[src/rtl/bsor_pkg.sv]
// Shared types and constants for the bin scatter owner router.
// No dependencies; every other file but bsor_fifo imports this package.
package bsor_pkg;

  localparam int BINS_W     = 13;
  localparam int CORES_W    = 7;
  localparam int SLOT_W     = 6;
  localparam int DATA_W     = 32;
  localparam int CFG_IDX_W  = 2;
  localparam int CFG_DATA_W = 32;

  // Restoring-division steps done in each divider stage.
  localparam int DIV_STEPS = 4;

  typedef enum logic {
    OP_LOAD = 1'b0,
    OP_CELL = 1'b1
  } op_e;

  typedef enum logic [CFG_IDX_W-1:0] {
    CFG_BINS_X     = 2'd0,
    CFG_BINS_Y     = 2'd1,
    CFG_CORE_COUNT = 2'd2,
    CFG_SLAB_BASE  = 2'd3
  } cfg_reg_e;

  typedef struct packed {
    op_e               func;
    logic [SLOT_W-1:0] table_slot;
    logic [31:0]       packed_coord;
    logic [15:0]       bin_x;
    logic [15:0]       bin_y;
    logic [31:0]       area;
  } in_item_t;

  typedef struct packed {
    logic [15:0] owner_x;
    logic [15:0] owner_y;
    logic [31:0] local_addr;
    logic [31:0] increment;
  } out_item_t;

endpackage

[src/rtl/bsor_front.sv]
// Front end: accepts items, drops out-of-range and zero-area cells, forms the global bin
// and divides it by the core count in a pipelined divider. Uses bsor_pkg.
module bsor_front #(
  parameter int MAX_CORES     = 64,
  parameter int MAX_BINS_AXIS = 4096,
  parameter int QDEPTH        = 15,
  localparam int OwnW  = (MAX_CORES > 1) ? $clog2(MAX_CORES) : 1,
  localparam int BinW  = $clog2(MAX_BINS_AXIS),
  localparam int GlobW = 2 * BinW
) (
  input  logic                          clk_i,
  input  logic                          rst_ni,
  input  logic                          in_valid_i,
  output logic                          in_ready_o,
  input  bsor_pkg::in_item_t            in_item_i,
  input  logic [bsor_pkg::BINS_W-1:0]   bins_x_i,
  input  logic [bsor_pkg::BINS_W-1:0]   bins_y_i,
  input  logic [bsor_pkg::CORES_W-1:0]  core_count_i,
  input  logic                          pop_i,
  output logic                          push_o,
  output bsor_pkg::op_e                 op_o,
  output logic [bsor_pkg::SLOT_W-1:0]   slot_o,
  output logic [bsor_pkg::DATA_W-1:0]   data_o,
  output logic [OwnW-1:0]               owner_o,
  output logic [GlobW-1:0]              quot_o
);
  import bsor_pkg::*;

  localparam int NbW  = $clog2(MAX_BINS_AXIS + 1);
  localparam int NcW  = $clog2(MAX_CORES + 1);
  localparam int NStg = (GlobW + DIV_STEPS - 1) / DIV_STEPS;
  localparam int CntW = $clog2(QDEPTH + 1);

  // Effective geometry after saturation.
  logic [NbW-1:0] nbx, nby;
  logic [NcW-1:0] nc;

  assign nbx = (32'(bins_x_i) > 32'(MAX_BINS_AXIS)) ? NbW'(MAX_BINS_AXIS) : NbW'(bins_x_i);
  assign nby = (32'(bins_y_i) > 32'(MAX_BINS_AXIS)) ? NbW'(MAX_BINS_AXIS) : NbW'(bins_y_i);
  assign nc  = (core_count_i == '0) ? NcW'(1) :
               (32'(core_count_i) > 32'(MAX_CORES)) ? NcW'(MAX_CORES) : NcW'(core_count_i);

  // Credits: items in the pipe plus items in the queue.
  logic [CntW-1:0] inflight_q, inflight_d;
  logic            keep, launch;

  assign keep = (in_item_i.func == OP_LOAD) ||
                ((32'(in_item_i.bin_x) < 32'(nbx)) && (32'(in_item_i.bin_y) < 32'(nby)) &&
                 (in_item_i.area != '0));
  assign in_ready_o = (inflight_q < CntW'(QDEPTH));
  assign launch     = in_valid_i && in_ready_o && keep;
  assign inflight_d = inflight_q + CntW'(launch) - CntW'(pop_i);

  // Stage 1: captured item
  logic              s1_vld_q;
  op_e               s1_op_q;
  logic [SLOT_W-1:0] s1_slot_q;
  logic [DATA_W-1:0] s1_data_q;
  logic [BinW-1:0]   s1_bx_q, s1_by_q;
  // Stage 2: product
  logic              s2_vld_q;
  op_e               s2_op_q;
  logic [SLOT_W-1:0] s2_slot_q;
  logic [DATA_W-1:0] s2_data_q;
  logic [GlobW-1:0]  s2_prod_q;
  logic [BinW-1:0]   s2_by_q;
  // Stage 3: global bin
  logic              s3_vld_q;
  op_e               s3_op_q;
  logic [SLOT_W-1:0] s3_slot_q;
  logic [DATA_W-1:0] s3_data_q;
  logic [GlobW-1:0]  s3_glob_q;

  always_ff @(posedge clk_i or negedge rst_ni) begin
    if (!rst_ni) begin
      inflight_q <= '0;
      s1_vld_q   <= 1'b0;
      s2_vld_q   <= 1'b0;
      s3_vld_q   <= 1'b0;
    end else begin
      inflight_q <= inflight_d;
      s1_vld_q   <= launch;
      s2_vld_q   <= s1_vld_q;
      s3_vld_q   <= s2_vld_q;
    end
  end

  always_ff @(posedge clk_i) begin
    s1_op_q   <= in_item_i.func;
    s1_slot_q <= in_item_i.table_slot;
    s1_data_q <= (in_item_i.func == OP_LOAD) ? in_item_i.packed_coord : in_item_i.area;
    s1_bx_q   <= BinW'(in_item_i.bin_x);
    s1_by_q   <= BinW'(in_item_i.bin_y);

    s2_op_q   <= s1_op_q;
    s2_slot_q <= s1_slot_q;
    s2_data_q <= s1_data_q;
    s2_prod_q <= GlobW'(s1_bx_q) * GlobW'(nby);
    s2_by_q   <= s1_by_q;

    s3_op_q   <= s2_op_q;
    s3_slot_q <= s2_slot_q;
    s3_data_q <= s2_data_q;
    s3_glob_q <= s2_prod_q + GlobW'(s2_by_q);
  end

  // Divider: num shifts out dividend bits and takes quotient bits in.
  logic              div_vld_q  [NStg];
  op_e               div_op_q   [NStg];
  logic [SLOT_W-1:0] div_slot_q [NStg];
  logic [DATA_W-1:0] div_data_q [NStg];
  logic [GlobW-1:0]  div_num_q  [NStg];
  logic [NcW-1:0]    div_rem_q  [NStg];

  for (genvar s = 0; s < NStg; s++) begin : g_div
    logic              vld_in;
    op_e               op_in;
    logic [SLOT_W-1:0] slot_in;
    logic [DATA_W-1:0] data_in;
    logic [GlobW-1:0]  num_in, num_nx;
    logic [NcW-1:0]    rem_in, rem_nx;

    if (s == 0) begin : g_first
      assign vld_in  = s3_vld_q;
      assign op_in   = s3_op_q;
      assign slot_in = s3_slot_q;
      assign data_in = s3_data_q;
      assign num_in  = s3_glob_q;
      assign rem_in  = '0;
    end else begin : g_next
      assign vld_in  = div_vld_q[s-1];
      assign op_in   = div_op_q[s-1];
      assign slot_in = div_slot_q[s-1];
      assign data_in = div_data_q[s-1];
      assign num_in  = div_num_q[s-1];
      assign rem_in  = div_rem_q[s-1];
    end

    always_comb begin
      logic [NcW:0] trial;
      num_nx = num_in;
      rem_nx = rem_in;
      for (int k = 0; k < DIV_STEPS; k++) begin
        if (s * DIV_STEPS + k < GlobW) begin
          trial  = {rem_nx, num_nx[GlobW-1]};
          num_nx = num_nx << 1;
          if (trial >= {1'b0, nc}) begin
            rem_nx    = NcW'(trial - {1'b0, nc});
            num_nx[0] = 1'b1;
          end else begin
            rem_nx = NcW'(trial);
          end
        end
      end
    end

    always_ff @(posedge clk_i or negedge rst_ni) begin
      if (!rst_ni) begin
        div_vld_q[s] <= 1'b0;
      end else begin
        div_vld_q[s] <= vld_in;
      end
    end

    always_ff @(posedge clk_i) begin
      div_op_q[s]   <= op_in;
      div_slot_q[s] <= slot_in;
      div_data_q[s] <= data_in;
      div_num_q[s]  <= num_nx;
      div_rem_q[s]  <= rem_nx;
    end
  end

  assign push_o  = div_vld_q[NStg-1];
  assign op_o    = div_op_q[NStg-1];
  assign slot_o  = div_slot_q[NStg-1];
  assign data_o  = div_data_q[NStg-1];
  assign owner_o = OwnW'(div_rem_q[NStg-1]);
  assign quot_o  = div_num_q[NStg-1];

endmodule

[src/rtl/bsor_fifo.sv]
// Small show-ahead queue between the front and back ends.
// Generic width and depth; no package dependency.
module bsor_fifo #(
  parameter int WIDTH = 8,
  parameter int DEPTH = 4
) (
  input  logic             clk_i,
  input  logic             rst_ni,
  input  logic             push_i,
  input  logic [WIDTH-1:0] wdata_i,
  input  logic             pop_i,
  output logic             not_empty_o,
  output logic [WIDTH-1:0] rdata_o
);

  localparam int PtrW = (DEPTH > 1) ? $clog2(DEPTH) : 1;
  localparam int CntW = $clog2(DEPTH + 1);

  logic [WIDTH-1:0] mem_q [DEPTH];
  logic [PtrW-1:0]  wr_ptr_q, rd_ptr_q;
  logic [CntW-1:0]  count_q;

  function automatic logic [PtrW-1:0] ptr_inc(input logic [PtrW-1:0] p);
    return (p == PtrW'(DEPTH - 1)) ? '0 : p + PtrW'(1);
  endfunction

  always_ff @(posedge clk_i or negedge rst_ni) begin
    if (!rst_ni) begin
      wr_ptr_q <= '0;
      rd_ptr_q <= '0;
      count_q  <= '0;
    end else begin
      if (push_i) wr_ptr_q <= ptr_inc(wr_ptr_q);
      if (pop_i)  rd_ptr_q <= ptr_inc(rd_ptr_q);
      count_q <= count_q + CntW'(push_i) - CntW'(pop_i);
    end
  end

  always_ff @(posedge clk_i) begin
    if (push_i) mem_q[wr_ptr_q] <= wdata_i;
  end

  assign not_empty_o = (count_q != '0);
  assign rdata_o     = mem_q[rd_ptr_q];

endmodule

[src/rtl/bsor_back.sv]
// Back end: applies table loads, looks up owner coordinates and drives
// the result register. Uses bsor_pkg.
module bsor_back #(
  parameter int MAX_CORES     = 64,
  parameter int MAX_BINS_AXIS = 4096,
  localparam int OwnW  = (MAX_CORES > 1) ? $clog2(MAX_CORES) : 1,
  localparam int GlobW = 2 * $clog2(MAX_BINS_AXIS)
) (
  input  logic                         clk_i,
  input  logic                         rst_ni,
  input  logic                         head_vld_i,
  input  bsor_pkg::op_e                head_op_i,
  input  logic [bsor_pkg::SLOT_W-1:0]  head_slot_i,
  input  logic [bsor_pkg::DATA_W-1:0]  head_data_i,
  input  logic [OwnW-1:0]              head_owner_i,
  input  logic [GlobW-1:0]             head_quot_i,
  output logic                         pop_o,
  input  logic [31:0]                  slab_base_i,
  output logic                         out_valid_o,
  input  logic                         out_ready_i,
  output bsor_pkg::out_item_t          out_item_o
);
  import bsor_pkg::*;

  logic [31:0] tbl_q [MAX_CORES];
  logic [31:0] word_q;
  logic [31:0] addr_q;
  logic [31:0] incr_q;
  logic        res_vld_q;
  logic        take_cell;

  // Loads never wait on the result register; cells need it free.
  assign pop_o     = head_vld_i && ((head_op_i == OP_LOAD) || !res_vld_q || out_ready_i);
  assign take_cell = pop_o && (head_op_i == OP_CELL);

  always_ff @(posedge clk_i or negedge rst_ni) begin
    if (!rst_ni) begin
      res_vld_q <= 1'b0;
    end else if (take_cell) begin
      res_vld_q <= 1'b1;
    end else if (out_ready_i) begin
      res_vld_q <= 1'b0;
    end
  end

  always_ff @(posedge clk_i) begin
    if (pop_o && (head_op_i == OP_LOAD) && (32'(head_slot_i) < 32'(MAX_CORES))) begin
      tbl_q[OwnW'(head_slot_i)] <= head_data_i;
    end
    if (take_cell) begin
      word_q <= tbl_q[head_owner_i];
      addr_q <= slab_base_i + (32'(head_quot_i) << 2);
      incr_q <= head_data_i;
    end
  end

  assign out_valid_o           = res_vld_q;
  assign out_item_o.owner_x    = word_q[15:0];
  assign out_item_o.owner_y    = word_q[31:16];
  assign out_item_o.local_addr = addr_q;
  assign out_item_o.increment  = incr_q;

endmodule

[src/rtl/bin_scatter_owner_router.sv]
// Bin scatter owner router, top level: configuration registers, front end,
// queue and back end. Uses bsor_pkg, bsor_front, bsor_fifo and bsor_back.
//
// Usage:
//   in channel   in_valid_i / in_ready_o / in_item_i. func OP_LOAD writes
//                packed_coord into owner table entry table_slot; OP_CELL
//                routes a density contribution. Cells out of range or with
//                zero area are dropped at the door and produce nothing.
//   out channel  out_valid_o / out_ready_i / out_item_o, one transaction
//                per surviving cell, in input order.
//   cfg channel  cfg_valid_i / cfg_ready_o / cfg_index_i / cfg_data_i.
//                Always ready; write only while the block is drained.
// Pipeline: capture, product and global-bin registers, then DivStg
//   divider stages, each retiring DIV_STEPS quotient bits of the global
//   bin, then the queue and the result register.
// Throughput: one item per cycle while in_ready_o is high. in_ready_o comes
//   from a credit counter sized to the queue depth, so the pipe itself never
//   stalls; a stalled receiver fills the queue and then in_ready_o drops.
// Reset: config returns to one bin per axis, one core, base zero; all
//   valids and credits clear. The owner table is not cleared: load an entry
//   before any cell that maps to it.
module bin_scatter_owner_router #(
  parameter int MAX_CORES     = 64,
  parameter int MAX_BINS_AXIS = 4096
) (
  input  logic                            clk_i,
  input  logic                            rst_ni,
  input  logic                            in_valid_i,
  output logic                            in_ready_o,
  input  bsor_pkg::in_item_t              in_item_i,
  output logic                            out_valid_o,
  input  logic                            out_ready_i,
  output bsor_pkg::out_item_t             out_item_o,
  input  logic                            cfg_valid_i,
  output logic                            cfg_ready_o,
  input  logic [bsor_pkg::CFG_IDX_W-1:0]  cfg_index_i,
  input  logic [bsor_pkg::CFG_DATA_W-1:0] cfg_data_i
);
  import bsor_pkg::*;

  localparam int OwnW   = (MAX_CORES > 1) ? $clog2(MAX_CORES) : 1;
  localparam int GlobW  = 2 * $clog2(MAX_BINS_AXIS);
  localparam int DivStg = (GlobW + DIV_STEPS - 1) / DIV_STEPS;
  // Covers the whole credit round trip with some slack.
  localparam int QDepth = DivStg + 7;
  localparam int QW     = 1 + SLOT_W + DATA_W + OwnW + GlobW;

  // Configuration registers
  logic [BINS_W-1:0]  bins_x_q, bins_y_q;
  logic [CORES_W-1:0] core_count_q;
  logic [31:0]        slab_base_q;

  assign cfg_ready_o = 1'b1;

  always_ff @(posedge clk_i or negedge rst_ni) begin
    if (!rst_ni) begin
      bins_x_q     <= BINS_W'(1);
      bins_y_q     <= BINS_W'(1);
      core_count_q <= CORES_W'(1);
      slab_base_q  <= '0;
    end else if (cfg_valid_i && cfg_ready_o) begin
      case (cfg_reg_e'(cfg_index_i))
        CFG_BINS_X:     bins_x_q     <= cfg_data_i[BINS_W-1:0];
        CFG_BINS_Y:     bins_y_q     <= cfg_data_i[BINS_W-1:0];
        CFG_CORE_COUNT: core_count_q <= cfg_data_i[CORES_W-1:0];
        CFG_SLAB_BASE:  slab_base_q  <= cfg_data_i;
        default: ;
      endcase
    end
  end

  // Front end -> queue
  logic              f_push;
  op_e               f_op;
  logic [SLOT_W-1:0] f_slot;
  logic [DATA_W-1:0] f_data;
  logic [OwnW-1:0]   f_owner;
  logic [GlobW-1:0]  f_quot;
  logic              q_pop;

  bsor_front #(
    .MAX_CORES     (MAX_CORES),
    .MAX_BINS_AXIS (MAX_BINS_AXIS),
    .QDEPTH        (QDepth)
  ) u_front (
    .clk_i        (clk_i),
    .rst_ni       (rst_ni),
    .in_valid_i   (in_valid_i),
    .in_ready_o   (in_ready_o),
    .in_item_i    (in_item_i),
    .bins_x_i     (bins_x_q),
    .bins_y_i     (bins_y_q),
    .core_count_i (core_count_q),
    .pop_i        (q_pop),
    .push_o       (f_push),
    .op_o         (f_op),
    .slot_o       (f_slot),
    .data_o       (f_data),
    .owner_o      (f_owner),
    .quot_o       (f_quot)
  );

  // Queue entry: op, slot, data, owner, quotient.
  logic [QW-1:0]     q_wdata, q_rdata;
  logic              q_not_empty;
  logic              h_op_bit;
  logic [SLOT_W-1:0] h_slot;
  logic [DATA_W-1:0] h_data;
  logic [OwnW-1:0]   h_owner;
  logic [GlobW-1:0]  h_quot;

  assign q_wdata = {(f_op == OP_CELL), f_slot, f_data, f_owner, f_quot};
  assign {h_op_bit, h_slot, h_data, h_owner, h_quot} = q_rdata;

  bsor_fifo #(
    .WIDTH (QW),
    .DEPTH (QDepth)
  ) u_queue (
    .clk_i       (clk_i),
    .rst_ni      (rst_ni),
    .push_i      (f_push),
    .wdata_i     (q_wdata),
    .pop_i       (q_pop),
    .not_empty_o (q_not_empty),
    .rdata_o     (q_rdata)
  );

  bsor_back #(
    .MAX_CORES     (MAX_CORES),
    .MAX_BINS_AXIS (MAX_BINS_AXIS)
  ) u_back (
    .clk_i        (clk_i),
    .rst_ni       (rst_ni),
    .head_vld_i   (q_not_empty),
    .head_op_i    (h_op_bit ? OP_CELL : OP_LOAD),
    .head_slot_i  (h_slot),
    .head_data_i  (h_data),
    .head_owner_i (h_owner),
    .head_quot_i  (h_quot),
    .pop_o        (q_pop),
    .slab_base_i  (slab_base_q),
    .out_valid_o  (out_valid_o),
    .out_ready_i  (out_ready_i),
    .out_item_o   (out_item_o)
  );

endmodule

[config.mk]
export PLATFORM = sky130hd
export DESIGN_NAME = bin_scatter_owner_router
export DESIGN_NICKNAME = d
export VERILOG_FILES = /design/src/rtl/bsor_pkg.sv /design/src/rtl/bsor_front.sv /design/src/rtl/bsor_fifo.sv /design/src/rtl/bsor_back.sv /design/src/rtl/bin_scatter_owner_router.sv
export SDC_FILE = /design/constraint.sdc
export NUM_CORES = 2
export LEC_CHECK = 0
export ABC_AREA = 1
export BUFFER_PORTS_ARGS = -buffer_cell sky130_fd_sc_hd__buf_2
export CELL_PAD_IN_SITES_DETAIL_PLACEMENT = 1
export CELL_PAD_IN_SITES_GLOBAL_PLACEMENT = 1
export CORE_ASPECT_RATIO = 1.5
export CORE_UTILIZATION = 35
export CTS_CLUSTER_SIZE = 12
export DETAILED_ROUTE_END_ITERATION = 8
export PLACE_DENSITY = 0.56
export SYNTH_ARGS = -nofsm -noshare
export SYNTH_HDL_FRONTEND = slang
export SYNTH_SLANG_ARGS = --single-unit
export TNS_END_PERCENT = 1
[constraint.sdc]
create_clock -name clk_i -period 10.4 [get_ports clk_i]
set_clock_uncertainty 0.2 [all_clocks]
set_input_delay 2.08 -clock clk_i [delete_from_list [all_inputs] [get_ports clk_i]]
set_output_delay 2.08 -clock clk_i [all_outputs]
set_load 0.05 [all_outputs]
==> results by group <==
Drt
  – DR pass1 iterations: 5
  – WL per Instance: 25.4 um
  – Total wire length: around 520000 um
  – Initial DRC count: ~6900
  – Total vias in the final route: roughly 110k
  – Final ANT Viol Nets: 0
  – Drt drc: 0
  – Vias per cell: 5.22

Worst setup path
  – FF-to-FF End: u_front.div_rem_q[1][0]
  – Crit start category: register
  – Slowest stage delay, CP: 570 ps
  – R2R Setup Slk: 1190 ps
  – Reg2reg path depth: 36
  – Critical path required time: 11100 ps
  – Cell seen most often among critical-path stages: nor2_1
  – CP arrival: 9910 ps
  – Crit path kind: register to register
  – Type of destination of the critical path: register
  – Worst Path Max Fanout: 14
  – Slowest CP cell: nand2_1
  – Worst R2R Start: core_count_q[6]

STA
  – Fmax achieved: 109 MHz
  – Setup total negative slack: 0 ps
  – Final period utilization: 0.886
  – Slew HR: 0.129
  – Shortest period the worst path allows: between 9000 and 10000 ps
  – RSZ-0062 raised after global routing: no
  – Final hold viol count: 0
  – Max-slew violations: 0
  – Worst setup margin: 1190 ps
  – Worst Tran Pin Value: 1310 ps
  – # setup viols final: 0

Run status
  – Status: finished clean

Yosys
  – Simple-gate share of the synthesized area: 0.179
  – Post-Synth XOR/XNOR Area: 0.00970
  – Share of synthesized cell area in full adder, half adder and majority cells: 0.0405
  – Top FF cell, synth: edfxtp_1
  – Seq/Total Area, Yosys: 0.664
  – Syn_area_per_cell: ~11 um2
  – Post-synth EDFFs: approximately 3000
  – Mapped Area: 160000 um2
  – Synthesized Nets: roughly 15000
  – Synth Area in Compound Gates: 0.0426
  – Ys async rst share: 0.0243
  – Post-Synthesis Cells: 14000
  – Yosys reg bits: 3752
  – Yosys warns: 0
  – Post-synthesis mux area share: 0.00352
  – Largest family of logic cells by synthesized area: simple AND/OR/NAND/NOR gates
  – Synth unique cells: 62

Place
  – Area of placed instances: roughly 170000 um2
  – HPWL after DPL: roughly 290000 um
  – I/O Buffers: about 240
  – Dpl ws: 868 ps
  – Final GP Congestion: 0.786

Layout
  – Commonest cells after routing, fill and taps aside: 3041 x edfxtp_1, 2316 x nand3_1, 2014 x nand2_1
  – Multi-input logic area: 45100 um2
  – Nets: 14700
  – Register area: 106000 um2
  – Layout cells sized above 1: 0.0838
  – Filler Cell Count: 48600
  – Area growth, synth to finish: 12.5%
  – Post-route cell area: 180000 um2
  – Commonest non-fill, non-tap cell in the layout: edfxtp_1

Clock network
  – CTS Buf Count: 383
  – H-tree depth: 5
  – CTS tree: done
  – Cts hold-fix bufs: 0
  – Clk slew on worst S/H paths: 60 ps
  – Clock Latency Late Sink: 1020 ps
  – CTS Root Cell: clkbuf_16
  – CTS sink cnt: 3752
  – Max Root-Sink Buffers: 4

Global routing
  – Antenna violations before repair: 31
  – Largest net degree at the start of global routing: 186
  – First-pass GRT wire length: 755000 um
  – Total track usage: 0.221
  – Gr ovfl total: 0
  – Vias in the first global route: 111000

Die
  – Die width: about 550 um
  – Top Ports: between 200 and 250
  – Die area: around 460000 um2
  – Total core area: 454000 um2
  – Site Rows: 303
  – Initial Util: 0.352
  – Die height: just over 800 um

Run
  – Total of max-cap violations: 0

Hold path
  – HP Class: register to register
  – Worst Hold Endpoint: u_front.div_data_q[3][1]
  – WHS Path Cells: 0
  – Min-delay src: u_front.div_data_q[2][1]
cells by family (layout without fill, tap and decap cells):
group           after synthesis  in the layout
simple gates               5961           5961
flops                      3752           3752
buf+inv                    2412           2795
compound gates             1214           1214
fa+ha+maj                   435            435
xor+xnor                    177            177
mux                          50             50
other cells                   1              6
synth_stat cells, types with 29 or more instances:
library cell  number  area share
nand2_1         2019       0.047
xor2_1           104      0.0057
o21ai_0          647       0.020
nor3_1            29     0.00091
o211ai_1          37      0.0017
mux2_2            49      0.0035
nand4_1           29      0.0011
inv_1           1613       0.038
fa_1             136       0.017
o21ai_1           33      0.0010
nand3_1         2317       0.073
edfxtp_1        3041        0.57
xnor2_1           73      0.0040
dfrtp_1           88       0.014
a21oi_1          195      0.0061
buf_1             52      0.0012
buf_2            374       0.012
nor2_1           736       0.017
buf_4             48      0.0023
ha_1             299       0.023
o221ai_1          45      0.0025
clkbuf_1         295      0.0069
dfxtp_1          620       0.078
o22ai_1          177      0.0069
nand3b_1         768       0.036
final cells by class:
type	count	share of cell area
diodes	5	0.0000696
inverters	1634	0.0344
clock inverters	117	0.00590
flip-flops and latches	3752	0.590
multi-input cells	7838	0.251
repair buffers	478	0.0183
well taps	5947	0.0414
clock buffers	566	0.0588
how the worst max path moves through the flow:
| stage | start | to | slack, ps | cells past startpoint |
|---|---|---|---|---|
| after global placement | core_count_q[6] | u_front.div_rem_q[1][1] | 1020 | 40 |
| after global routing | core_count_q[6] | u_front.div_rem_q[1][0] | 50 | 36 |
| final | core_count_q[6] | u_front.div_rem_q[1][0] | 1190 | 36 |
| after floorplan | core_count_q[6] | u_front.div_rem_q[1][0] | 1920 | 44 |
| after detailed placement | core_count_q[6] | u_front.div_rem_q[1][0] | 870 | 39 |
| after CTS | core_count_q[6] | u_front.div_rem_q[1][0] | 830 | 37 |
critical path: cells and delay by family, from the launching register on:
kind	cells	cell delay [ps]
buf+inv	4	730
fa+ha+maj	4	1770
flops	1	430
compound gates	14	3150
simple gates	14	2820
timing repair:
item / in CTS / in global routing
endpoints found under the setup margin: 0 / 1
buffers inserted: 0 / 0
resized for setup: 0 / 1
sequential cells by signal, indices dropped and copies added, names as in the netlist, 36 cells and up:
name                cells
u_back.tbl_q         2048
u_front.div_data_q    192
u_front.div_num_q     144
u_front.div_rem_q      41
u_front.div_slot_q     36
u_queue.mem_q         897
through the flow:
| stage | std cells | util | hold slack (ps) |
|---|---|---|---|
| 2_1_floorplan | 14000 | - | 110 |
| 3_3_place_gp | 19600 | 0.370 | 110 |
| 3_5_place_dp | 19600 | 0.370 | 113 |
| 4_1_cts | 20300 | 0.396 | 107 |
| 5_1_grt | 20300 | 0.396 | 114 |
| 6_report | 20300 | 0.396 | 105 |
routing by layer:
layer | track usage | part of all wire
met5 | 0 | 0.000025
met4 | 0.0711 | 0.034
met3 | 0.0224 | 0.035
met2 | 0.399 | 0.51
met1 | 0.275 | 0.42
Power is left out: the tool's default activity adds up to more than one toggle a clock period on the data nets, which glitch-free logic cannot reach.
